--- config.mk ---
export PLATFORM = sky130hd
export DESIGN_NAME = voice_prompt_sequencer
export DESIGN_NICKNAME = d
export VERILOG_FILES = /design/src/design/vps_pkg.sv /design/src/design/vps_word_mem.sv /design/src/design/vps_ctrl.sv /design/src/design/voice_prompt_sequencer.sv
export SDC_FILE = /design/constraint.sdc
export NUM_CORES = 1
export LEC_CHECK = 0
export BUFFER_PORTS_ARGS = -buffer_cell sky130_fd_sc_hd__buf_2
export CAP_MARGIN = 20
export CORE_UTILIZATION = 48
export DETAILED_ROUTE_END_ITERATION = 16
export PLACE_DENSITY = 0.75
export SYNTH_ARGS = -nofsm -noshare
export SYNTH_HDL_FRONTEND = slang
export SYNTH_HIERARCHICAL = 1
export SYNTH_SLANG_ARGS = --single-unit
--- constraint.sdc ---
create_clock -name clk_i -period 6.46 [get_ports clk_i]
set_input_delay 1.615 -clock clk_i [delete_from_list [all_inputs] [get_ports clk_i]]
set_output_delay 1.615 -clock clk_i [all_outputs]
set_load 0.01 [all_outputs]
--- src/design/vps_pkg.sv ---
// Shared types, constants and the word duration ROM of the voice prompt sequencer.
// No dependencies.
package vps_pkg;

  localparam int PHRASE_DEPTH = 32;
  localparam int WORD_COUNT   = 98;
  localparam int ADDR_W       = (PHRASE_DEPTH > 1) ? $clog2(PHRASE_DEPTH) : 1;
  localparam int CNT_W        = $clog2(PHRASE_DEPTH + 1);
  localparam int WORD_W       = 7;
  localparam int TIME_W       = 32;
  localparam int DUR_W        = 14;
  localparam int ROM_ENTRIES  = 97;

  localparam logic [TIME_W-1:0] START_LEAD = 32'd10;

  localparam logic CMD_TICK = 1'b0;
  localparam logic CMD_LOAD = 1'b1;

  typedef enum logic [2:0] {
    EV_NONE   = 3'd0,
    EV_WORD   = 3'd1,
    EV_DONE   = 3'd2,
    EV_ACCEPT = 3'd3,
    EV_REJECT = 3'd4
  } event_e;

  typedef struct packed {
    logic              command;
    logic [WORD_W-1:0] word;
    logic              last_word;
    logic              transmitting;
    logic [TIME_W-1:0] now_ticks;
    logic              analog_mode;
    logic              rf_amp_active;
    logic              carrier_present;
  } item_t;

  typedef struct packed {
    event_e            event_res;
    logic [WORD_W-1:0] word_code;
    logic              amp_on;
    logic              amp_off;
    logic              led_on;
    logic              led_off;
    logic              mux_to_baseband;
    logic              mux_to_rf;
    logic              speaking;
  } result_t;

  typedef struct packed {
    logic              en;
    logic [ADDR_W-1:0] addr;
    logic [WORD_W-1:0] data;
  } mem_wr_t;

  localparam logic [DUR_W-1:0] DUR_ROM [ROM_ENTRIES] = '{
    14'd5680, 14'd4620, 14'd4400, 14'd4320, 14'd4360, 14'd6920, 14'd5300, 14'd5460,
    14'd4080, 14'd5340, 14'd4880, 14'd6260, 14'd5980, 14'd6660, 14'd5880, 14'd6440,
    14'd7460, 14'd7540, 14'd6600, 14'd7320, 14'd6920, 14'd6120, 14'd6320, 14'd6680,
    14'd7220, 14'd8060, 14'd6380, 14'd6560, 14'd5420, 14'd7960, 14'd13920, 14'd6000,
    14'd8340, 14'd6100, 14'd6400, 14'd6560, 14'd5440, 14'd6880, 14'd7360, 14'd4700,
    14'd4040, 14'd7360, 14'd5080, 14'd4820, 14'd4500, 14'd4900, 14'd5460, 14'd5560,
    14'd5460, 14'd5500, 14'd5840, 14'd6240, 14'd6440, 14'd5800, 14'd5620, 14'd6840,
    14'd5820, 14'd8820, 14'd15320, 14'd8660, 14'd11560, 14'd4780, 14'd5260, 14'd5840,
    14'd4360, 14'd6180, 14'd5600, 14'd4060, 14'd5240, 14'd4180, 14'd4240, 14'd4280,
    14'd7440, 14'd4440, 14'd5140, 14'd5100, 14'd5120, 14'd4920, 14'd5760, 14'd5740,
    14'd5320, 14'd5840, 14'd8140, 14'd10740, 14'd7340, 14'd6100, 14'd5800, 14'd4320,
    14'd2000, 14'd9800, 14'd6520, 14'd5960, 14'd5940, 14'd5860, 14'd6100, 14'd6060,
    14'd5280
  };

  // Words past the table or past the word count play for zero ticks.
  function automatic logic [DUR_W-1:0] word_duration(input logic [WORD_W-1:0] idx);
    logic [DUR_W-1:0] dur;
    dur = '0;
    if (32'(idx) < ROM_ENTRIES && 32'(idx) < WORD_COUNT) begin
      dur = DUR_ROM[idx];
    end
    return dur;
  endfunction

endpackage

--- src/design/vps_word_mem.sv ---
// Phrase word buffer: one write port, one registered read port.
// A read of the entry written in the same cycle returns the new word.
// Depends on vps_pkg.
module vps_word_mem (
  input  logic                       clk_i,
  input  vps_pkg::mem_wr_t           wr_i,
  input  logic                       rd_en_i,
  input  logic [vps_pkg::ADDR_W-1:0] rd_addr_i,
  output logic [vps_pkg::WORD_W-1:0] rd_data_o
);

  logic [vps_pkg::WORD_W-1:0] mem_q [vps_pkg::PHRASE_DEPTH];
  logic [vps_pkg::WORD_W-1:0] rd_data_q;

  always_ff @(posedge clk_i) begin
    if (wr_i.en) begin
      mem_q[wr_i.addr] <= wr_i.data;
    end
  end

  always_ff @(posedge clk_i) begin
    if (rd_en_i) begin
      if (wr_i.en && wr_i.addr == rd_addr_i) begin
        rd_data_q <= wr_i.data;
      end else begin
        rd_data_q <= mem_q[rd_addr_i];
      end
    end
  end

  assign rd_data_o = rd_data_q;

endmodule

--- src/design/vps_ctrl.sv ---
// Sequencer state and per-beat execute logic: phrase load, start, word timing, teardown.
// Depends on vps_pkg.
module vps_ctrl (
  input  logic                        clk_i,
  input  logic                        rst_ni,
  input  logic                        exec_i,
  input  vps_pkg::item_t              item_i,
  input  logic [vps_pkg::WORD_W-1:0]  rd_word_i,
  output vps_pkg::mem_wr_t            wr_o,
  output logic [vps_pkg::CNT_W-1:0]   pos_next_o,
  output vps_pkg::result_t            res_o
);

  logic [vps_pkg::CNT_W-1:0]  pos_q, pos_d;
  logic [vps_pkg::CNT_W-1:0]  len_q, len_d;
  logic [vps_pkg::CNT_W-1:0]  lcnt_q, lcnt_d;
  logic                       lrej_q, lrej_d;
  logic [vps_pkg::TIME_W-1:0] end_q, end_d;
  logic [vps_pkg::TIME_W-1:0] end_cur;
  logic [vps_pkg::CNT_W-1:0]  lcnt_inc;
  logic                       lrej_inc;

  always_comb begin
    pos_d    = pos_q;
    len_d    = len_q;
    lcnt_d   = lcnt_q;
    lrej_d   = lrej_q;
    end_d    = end_q;
    end_cur  = end_q;
    lcnt_inc = lcnt_q;
    lrej_inc = lrej_q;
    wr_o     = '0;
    res_o    = '0;
    res_o.event_res = vps_pkg::EV_NONE;

    if (exec_i) begin
      if (item_i.command == vps_pkg::CMD_LOAD) begin
        if (lcnt_q < vps_pkg::CNT_W'(vps_pkg::PHRASE_DEPTH)) begin
          wr_o.en   = 1'b1;
          wr_o.addr = lcnt_q[vps_pkg::ADDR_W-1:0];
          wr_o.data = item_i.word;
          lcnt_inc  = lcnt_q + 1'b1;
        end else begin
          lrej_inc = 1'b1;
        end
        lcnt_d = lcnt_inc;
        lrej_d = lrej_inc;
        if (item_i.last_word) begin
          if (!item_i.transmitting && !lrej_inc && lcnt_inc != '0 &&
              lcnt_inc <= vps_pkg::CNT_W'(vps_pkg::PHRASE_DEPTH)) begin
            pos_d = '0;
            len_d = lcnt_inc;
            res_o.event_res = vps_pkg::EV_ACCEPT;
          end else begin
            res_o.event_res = vps_pkg::EV_REJECT;
          end
          lcnt_d = '0;
          lrej_d = 1'b0;
        end
      end else if (len_q != '0) begin
        if (pos_q == '0) begin
          res_o.amp_on          = 1'b1;
          res_o.led_on          = 1'b1;
          res_o.mux_to_baseband = item_i.analog_mode;
          end_cur               = item_i.now_ticks - vps_pkg::START_LEAD;
          end_d                 = end_cur;
        end
        if (item_i.now_ticks > end_cur) begin
          if (pos_q >= len_q) begin
            res_o.event_res = vps_pkg::EV_DONE;
            res_o.amp_off   = 1'b1;
            res_o.mux_to_rf = item_i.analog_mode & item_i.rf_amp_active;
            res_o.led_off   = !item_i.rf_amp_active && !item_i.carrier_present;
            len_d           = '0;
          end else begin
            res_o.event_res = vps_pkg::EV_WORD;
            res_o.word_code = rd_word_i;
            end_d = item_i.now_ticks +
                    vps_pkg::TIME_W'(vps_pkg::word_duration(rd_word_i));
            pos_d = pos_q + 1'b1;
          end
        end
      end
    end
    res_o.speaking = (len_d != '0);
  end

  assign pos_next_o = pos_d;

  always_ff @(posedge clk_i or negedge rst_ni) begin
    if (!rst_ni) begin
      pos_q  <= '0;
      len_q  <= '0;
      lcnt_q <= '0;
      lrej_q <= 1'b0;
      end_q  <= '0;
    end else begin
      pos_q  <= pos_d;
      len_q  <= len_d;
      lcnt_q <= lcnt_d;
      lrej_q <= lrej_d;
      end_q  <= end_d;
    end
  end

endmodule

--- src/design/voice_prompt_sequencer.sv ---
// Voice prompt sequencer top: input stage, phrase word buffer, execute, output register.
// An accepted beat waits in the input stage; its result goes to the output register.
// Throughput: one beat per cycle unless the output stalls; the buffer read for the next
// beat uses the play position left by the executing beat (write-through on a hit).
// Reset clears position, length, end time and load count; buffer contents are not reset.
// Depends on vps_pkg, vps_word_mem and vps_ctrl.
module voice_prompt_sequencer (
  input  logic                       clk_i,
  input  logic                       rst_ni,
  input  logic                       in_valid_i,
  output logic                       in_stall_o,
  input  logic                       command_i,
  input  logic [vps_pkg::WORD_W-1:0] word_i,
  input  logic                       last_word_i,
  input  logic                       transmitting_i,
  input  logic [vps_pkg::TIME_W-1:0] now_ticks_i,
  input  logic                       analog_mode_i,
  input  logic                       rf_amp_active_i,
  input  logic                       carrier_present_i,
  output logic                       out_valid_o,
  input  logic                       out_stall_i,
  output logic [2:0]                 event_res_o,
  output logic [vps_pkg::WORD_W-1:0] word_code_o,
  output logic                       amp_on_o,
  output logic                       amp_off_o,
  output logic                       led_on_o,
  output logic                       led_off_o,
  output logic                       mux_to_baseband_o,
  output logic                       mux_to_rf_o,
  output logic                       speaking_o
);

  vps_pkg::item_t             item_q;
  logic                       item_valid_q;
  vps_pkg::result_t           res, res_q;
  logic                       out_valid_q;
  logic                       exec;
  logic                       accept;
  vps_pkg::mem_wr_t           wr;
  logic [vps_pkg::CNT_W-1:0]  pos_next;
  logic [vps_pkg::WORD_W-1:0] rd_word;

  assign exec       = item_valid_q && (!out_valid_q || !out_stall_i);
  assign in_stall_o = item_valid_q && !exec;
  assign accept     = in_valid_i && !in_stall_o;

  always_ff @(posedge clk_i or negedge rst_ni) begin
    if (!rst_ni) begin
      item_valid_q <= 1'b0;
      out_valid_q  <= 1'b0;
    end else begin
      item_valid_q <= accept || (item_valid_q && !exec);
      out_valid_q  <= exec || (out_valid_q && out_stall_i);
    end
  end

  always_ff @(posedge clk_i) begin
    if (accept) begin
      item_q.command         <= command_i;
      item_q.word            <= word_i;
      item_q.last_word       <= last_word_i;
      item_q.transmitting    <= transmitting_i;
      item_q.now_ticks       <= now_ticks_i;
      item_q.analog_mode     <= analog_mode_i;
      item_q.rf_amp_active   <= rf_amp_active_i;
      item_q.carrier_present <= carrier_present_i;
    end
    if (exec) begin
      res_q <= res;
    end
  end

  vps_word_mem u_mem (
    .clk_i     (clk_i),
    .wr_i      (wr),
    .rd_en_i   (accept),
    .rd_addr_i (pos_next[vps_pkg::ADDR_W-1:0]),
    .rd_data_o (rd_word)
  );

  vps_ctrl u_ctrl (
    .clk_i      (clk_i),
    .rst_ni     (rst_ni),
    .exec_i     (exec),
    .item_i     (item_q),
    .rd_word_i  (rd_word),
    .wr_o       (wr),
    .pos_next_o (pos_next),
    .res_o      (res)
  );

  assign out_valid_o       = out_valid_q;
  assign event_res_o       = res_q.event_res;
  assign word_code_o       = res_q.word_code;
  assign amp_on_o          = res_q.amp_on;
  assign amp_off_o         = res_q.amp_off;
  assign led_on_o          = res_q.led_on;
  assign led_off_o         = res_q.led_off;
  assign mux_to_baseband_o = res_q.mux_to_baseband;
  assign mux_to_rf_o       = res_q.mux_to_rf;
  assign speaking_o        = res_q.speaking;

endmodule
[Word level (Yosys, flattened, before mapping)]
Memories as Yosys holds them, arrays and structs flattened. A register that Yosys moved wholly into a read port is not among the register bits.
Index checks and enable logic that the tools add are counted.
Cells by class
  add/subtract/negate cells: 4
  reduce and logical (&&, ||, !) cells: 34
  multiplexer cells: 56
  eq/ne operators: 3
  bitwise operators: 7
  magnitude comparators: 7
Operators by type and width (number)
  $mux W32: 6
  $mux W14: 8
  $mux W6: 17
  $mux W13: 3
  $add A32 B14 Y32: 1
  $gt A32 B32 Y1: 1
  $sub A32 B4 Y32 const B: 1
  $reduce_bool A6 Y1: 3
  $mux W16: 1
  $lt A7 B7 Y1 const B: 2
  $mux W1: 14
  $add A6 B1 Y6 const B: 2
  $logic_and A1 B1 Y1: 9
  $mux W3: 3
  $mux W9: 1
  $ge A8 B8 Y1 const B: 1
  $logic_not A1 Y1: 8
  $not A7 Y8: 1
  $reduce_or A4 Y1: 2
  $mux W7: 1
  $ge A6 B6 Y1: 1
  $le A6 B6 Y1 const B: 1
  $logic_not A6 Y1: 1
  $lt A6 B6 Y1 const B: 1
  other kinds (13): 22
Storage, ports and cells
  bits in writable memories: 224
  output and inout port bits: 19
  input port bits: 49
  bits in registers: 114
  memories: 2
  bits in read-only memories: 1792
Memories
  (no name shown): words 128, bits a word 14, rd ports 1, clocked after Yosys merged registers in 0, wr ports 0, line vps_pkg.sv:77  | dur = DUR_ROM[idx];
  u_mem.mem_q: words 32, bits a word 7, rd ports 1, clocked after Yosys merged registers in 1, wr ports 1, line vps_word_mem.sv:12  | logic [vps_pkg::WORD_W-1:0] mem_q [vps_pkg::PHRASE_DEPTH];

[Longest topological paths before layout]
  depth after elaboration: 13
  depth in mapped cells: 29
  depth with buffers taken out: 22

[Modules after synthesis]
The synthesis kept the hierarchy.
By module, submodules not included
  vps_word_mem: area an instance 9407.8 sq um, times used 1, cells an instance 484, sequential area each 6936.7 sq um
  vps_ctrl: area an instance 7364.6 sq um, times used 1, cells an instance 999, sequential area each 1276.2 sq um
  voice_prompt_sequencer: area an instance 1954.4 sq um, times used 1, cells an instance 70, sequential area each 1911.8 sq um

[Worst setup path before layout]
No wires, ideal clock.
  path kind: input to register
  start point: input out_stall_i
  end point: register u_mem.rd_data_q, in the netlist u_mem/rd_data_o[0] (read register of u_mem.mem_q), data pin
  setup slack: 308 ps
  arrival time: 5886 ps
  stages on the path: 12
  required time: 6195 ps
  buffers on the path: 3
  path through: a21boi_0 nand2b_1 a21oi_1 clkbuf_1 nand3_1 o21ai_0 buf_6 buf_12 mux4_1 mux2_2 a221oi_2 o41ai_1
Between the ends
  elaborated cells on any way between the ends: 8
  those cells by class: 1 x mux; 7 x reduce/logical
RTL lines
  start: declaration: line voice_prompt_sequencer.sv:21  | input logic out_stall_i,
  $logic_not A1 Y1: line voice_prompt_sequencer.sv:43  | assign exec = item_valid_q && (!out_valid_q || !out_stall_i);
  $logic_or A1 B1 Y1: line voice_prompt_sequencer.sv:43
  $logic_and A1 B1 Y1: line voice_prompt_sequencer.sv:43
  $mux W5: line vps_ctrl.sv:36  | if (exec_i) begin
  via pos_next (one bit): line voice_prompt_sequencer.sv:40  | logic [vps_pkg::CNT_W-1:0] pos_next;
  end: declaration: line vps_word_mem.sv:13  | logic [vps_pkg::WORD_W-1:0] rd_data_q;
The timed path passes the listed nets, and every way through them passes these cells.
A chain may end at the register's enable or synchronous reset.

[Worst setup path in the final report]
  start point: register item_q[9] (netlist bit)
  end point: register u_mem.rd_data_q, in the netlist u_mem/rd_data_o[2] (read register of u_mem.mem_q), data pin
Between the ends
  cells in the longest elaborated chain, start to end: 10
Ends and longest elaborated chain
  start: declaration: line voice_prompt_sequencer.sv:33  | vps_pkg::item_t item_q;
  $sub A32 B4 Y32: line vps_ctrl.sv:65  | end_cur = item_i.now_ticks - vps_pkg::START_LEAD;
  $mux W32: line vps_ctrl.sv:61  | if (pos_q == '0) begin
  $mux W32: line vps_ctrl.sv:60  | end else if (len_q != '0) begin
  $mux W32: line vps_ctrl.sv:37  | if (item_i.command == vps_pkg::CMD_LOAD) begin
  $mux W32: line vps_ctrl.sv:36
  $gt A32 B32 Y1 (*): line vps_ctrl.sv:68  | if (item_i.now_ticks > end_cur) begin
  $mux W6 (*): line vps_ctrl.sv:68
  $mux W6 (*): line vps_ctrl.sv:60
  $mux W6 (*): line vps_ctrl.sv:37
  $mux W5 (*): line vps_ctrl.sv:36
  via pos_next (one bit): line voice_prompt_sequencer.sv:40
The timed path passes the listed nets; every way through them passes the cells marked *. The select of a mux whose other input is x is not followed.

==> flow_summary.ini <==
[detailed_routing]
drt_iter0_drc = 1349
dr.pass1.iters = 6
avgRoutedWirePerCell_um = 21.3
via_count = 13200
totalWireLength_mm = 45.6
drtAntennaViolNets = 0
route.detailed.drc = 0
viasPerCell = 6.16

[grt]
use_met1_pct = 31.1
grt_pass1_wl_mm = 70.9
first_global_vias = 12700
grt-busiest-layer = met2
met2_usage_pct = 37.4
grt_use_met3_pct = 3.66
antenna_found_initial = 0
grt_use_total_pct = 22.9
grt_max_degree = 91
gr-total-overflow = 0

[synth]
synth_top_area_cell = edfxtp_1
synth.avg_cell_area_um2 = 12.1
netlist.area_leader.share_pct = 47.0
synth_nets = 1679
synth_flop_cell = edfxtp_1
yosysUniqueCellTypes = 83
synth_edf_count = 293
synth.most_common_cell = edfxtp_1
ys_async_sr_fraction_pct = 15.3
synth_area_leaders = edfxtp_1 47%, dfrtp_1 7.1%, ha_1 4.9%
netlist_area_um2 = 18700
yosysWarnings = 6
synth_top_cells_by_count = 293 x edfxtp_1, 116 x nand2_1, 114 x nor2_1
synth_seq_cells = 346
synthCells = 1553
ys_seq_area_share_pct = 54.1

[finish]
layout.nets = 1726
area_delta_synth_final_pct = 11.1
post-route-util_pct = 54.7
drive_gt1_share_pct = 14.4
antenna_cells = 0

[floorplanning]
ioPinCount = 68
start_util_pct = 49.3
die-area_um2 = 39800
core_area_um2 = 38000
rows = 71
fp.dieH_um = 200
die_w_um = 200

[pwr]
p_leak_nw = 7.46
peakVddDrop_v = 0.000220
p_per_area_nw_per_um2 = 397
fin_total_pwr_mw = 8.25

[place]
dp_hpwl_mm = 29.3
gp_congestion = 0.897
io_buffers = 67
place_ws_ns = 0.279

[sta]
setup_ws_ns = 0.386
fmax_mhz = 165
finalSetupTns_ns = 0
relSlewSlack_pct = 45.7
hold_viol_final = 0
finalSetupViolations = 0
min_period_ns = 6.07
fin_crit_sh_pct = 94.0
rsz0062_at_grt = false
skew_ns = 0.0172
worst_pin_slew_ns = 0.812
maxSlewViolCount = 0

[critical_path]
slowest_stage = or4_1
cpPeakStageDelay_ns = 0.59
worstPathRequired_ns = 6.73
path_cells = or4_1 > nor3_2 > nand2_1 > nor3_1 > xnor2_1 > nor2_1 > a21oi_1 > ha_1 > a21oi_1 > o21a_1 > o21ai_0 > a211oi_1 > nand4_1 > and4_1 > a31o_2 > a31oi_4 > nor2b_1 > a21oi_1 > a221oi_2 > o41ai_1
cp_max_fo = 11
crit_type = reg -> reg
reg2reg_slack_ns = 0.39
rr_endpoint = u_mem/rd_data_o[2]$_DFFE_PP_
worstPathArrival_ns = 6.35
worstSetupStartpointType = register
regToRegStartpoint = item_q[9]$_DFFE_PP_
path_common_cell = a21oi_1
critPathCaptureType = register
ff2ff_path_depth = 20

[clocking]
htree_levels = 2
cts_tree = done
numCtsBuffers = 37
cts_root_buf = clkbuf_16
clock_latency_ns = 0.54
clkTransAtPathRegs_ns = 0.06
cts_buffer_depth = 3
cts_sinks = 346

[worst_hold_path]
holdPathStages = 2
worstHoldEndpoint = u_ctrl/end_q[12]$_DFFE_PN0P_
hold_start = u_ctrl/end_q[12]$_DFFE_PN0P_
hp-class = reg -> reg

[run]
drv_cap = 0

[status]
status = complete, no violations
==> flip-flops by register name, summed over array words and instances, names as in the netlist <==
| register | flops |
|---|---|
| event_res_o | 3 |
| u_mem/rd_data_o | 7 |
| mux_to_rf_o | 1 |
| u_ctrl/lrej_q | 1 |
| amp_off_o | 1 |
| u_ctrl/len_q | 6 |
| u_ctrl/lcnt_q | 6 |
| out_valid_o | 1 |
| item_q | 45 |
| item_valid_q | 1 |
| word_code_o | 7 |
| speaking_o | 1 |
| u_mem/mem_q | 224 |
| led_on_o | 1 |
| u_ctrl/pos_q | 6 |
| mux_to_baseband_o | 1 |
| amp_on_o | 1 |
| u_ctrl/end_q | 32 |
| led_off_o | 1 |
==> stage by stage <==
step / area, um^2 / cells / hold WS (ns)
after detailed placement: 19600 / 2063 / 0.478
after global routing: 20800 / 2138 / 0.509
after floorplan: 18700 / 1553 / 0.450
after global placement: 19500 / 2062 / 0.469
final: 20800 / 2138 / 0.492
after CTS: 20700 / 2129 / 0.491
==> critical path, delay by kind of cell (launching register included) <==
family | cells | cell delay [ns]
and+or+nand+nor | 8 | 2.44
AOI/OAI and AO/OA | 10 | 2.36
xor gates and xnor gates | 1 | 0.16
DFF | 1 | 0.50
adders and majority gates | 1 | 0.30
==> repair_timing <==
| item | CTS | global route |
|---|---|---|
| setup endpoints to repair | 0 | 7 |
| hold buffers | 0 | 0 |
| setup buffers | 0 | 8 |
| gates resized for setup | 0 | 1 |
==> cell families (layout without fill, tap and decap cells) <==
| family | Yosys count | count (layout) | share of synthesized area, % |
|---|---|---|---|
| buffers and inverters | 141 | 214 | 3.59 |
| AND/OR/NAND/NOR | 466 | 466 | 12.6 |
| AO/OA/AOI/OAI | 340 | 341 | 12.0 |
| multiplexers | 124 | 124 | 9.75 |
| flip-flops | 346 | 346 | 54.1 |
| XOR/XNOR | 59 | 59 | 2.76 |
| adder cells (fa/ha/maj) | 77 | 77 | 5.26 |
==> power by group <==
| part | switching, mW | leakage, nW | internal (mW) |
|---|---|---|---|
| registers | 0.146 | 3.40 | 2.61 |
| logic | 2.03 | 3.51 | 1.46 |
| clock network | 0.869 | 0.550 | 1.13 |
==> area by class of cell <==
cell class | instances | area (um^2)
multi-input combinational | 1067 | 8010
timing repair buffer | 114 | 771
fill | 3127 | 17200
clock buffer | 50 | 996
sequential | 346 | 10100
clock inverter | 16 | 128
inverter | 34 | 128
tap | 511 | 639
==> cell usage in the layout, fill, tap and decap left out, drive strengths merged, types with 11 or more instances in the layout <==
cell type | synthesis | final
nor3 | 37 | 37
nor4 | 18 | 18
and3 | 28 | 28
inv | 33 | 34
clkinv | 1 | 15
nor2 | 114 | 114
xnor2 | 39 | 39
buf | 42 | 114
mux4 | 38 | 38
a211oi | 28 | 28
clkbuf | 65 | 50
mux2i | 65 | 65
ha | 74 | 74
a21oi | 91 | 91
dfrtp | 53 | 53
o21ai | 74 | 74
o211ai | 16 | 16
mux2 | 21 | 21
nand3 | 45 | 45
nand4 | 15 | 15
a31oi | 14 | 15
nand2 | 116 | 116
xor2 | 20 | 20
nor2b | 23 | 23
a221oi | 11 | 11
edfxtp | 293 | 293
and2 | 12 | 12
nand2b | 20 | 20
o22ai | 18 | 18
==> worst max-delay path by stage <==
stage	start	endpoint	slack (ns)	cells past startpoint
2_1_floorplan	out_stall_i	u_mem/rd_data_o[0]$_DFFE_PP_	0.31	12
6_report	item_q[9]$_DFFE_PP_	u_mem/rd_data_o[2]$_DFFE_PP_	0.39	20
5_1_grt	item_q[9]$_DFFE_PP_	u_mem/rd_data_o[2]$_DFFE_PP_	0.01	20
3_5_place_dp	item_q[18]$_DFFE_PP_	u_mem/rd_data_o[5]$_DFFE_PP_	0.28	17
3_3_place_gp	item_q[18]$_DFFE_PP_	u_mem/rd_data_o[2]$_DFFE_PP_	0.24	17
4_1_cts	item_q[18]$_DFFE_PP_	u_mem/rd_data_o[2]$_DFFE_PP_	0.25	17
==> metal layers <==
metal	vias to the layer above	part of all wire (%)	routed length, um
li1	6051	-	-
met1	6431	42	19200
met2	599	47	21600
met3	89	7.9	3580
met4	0	2.6	1180
met5	-	0	0
Note: power is estimated with default switching activity, not from simulation.
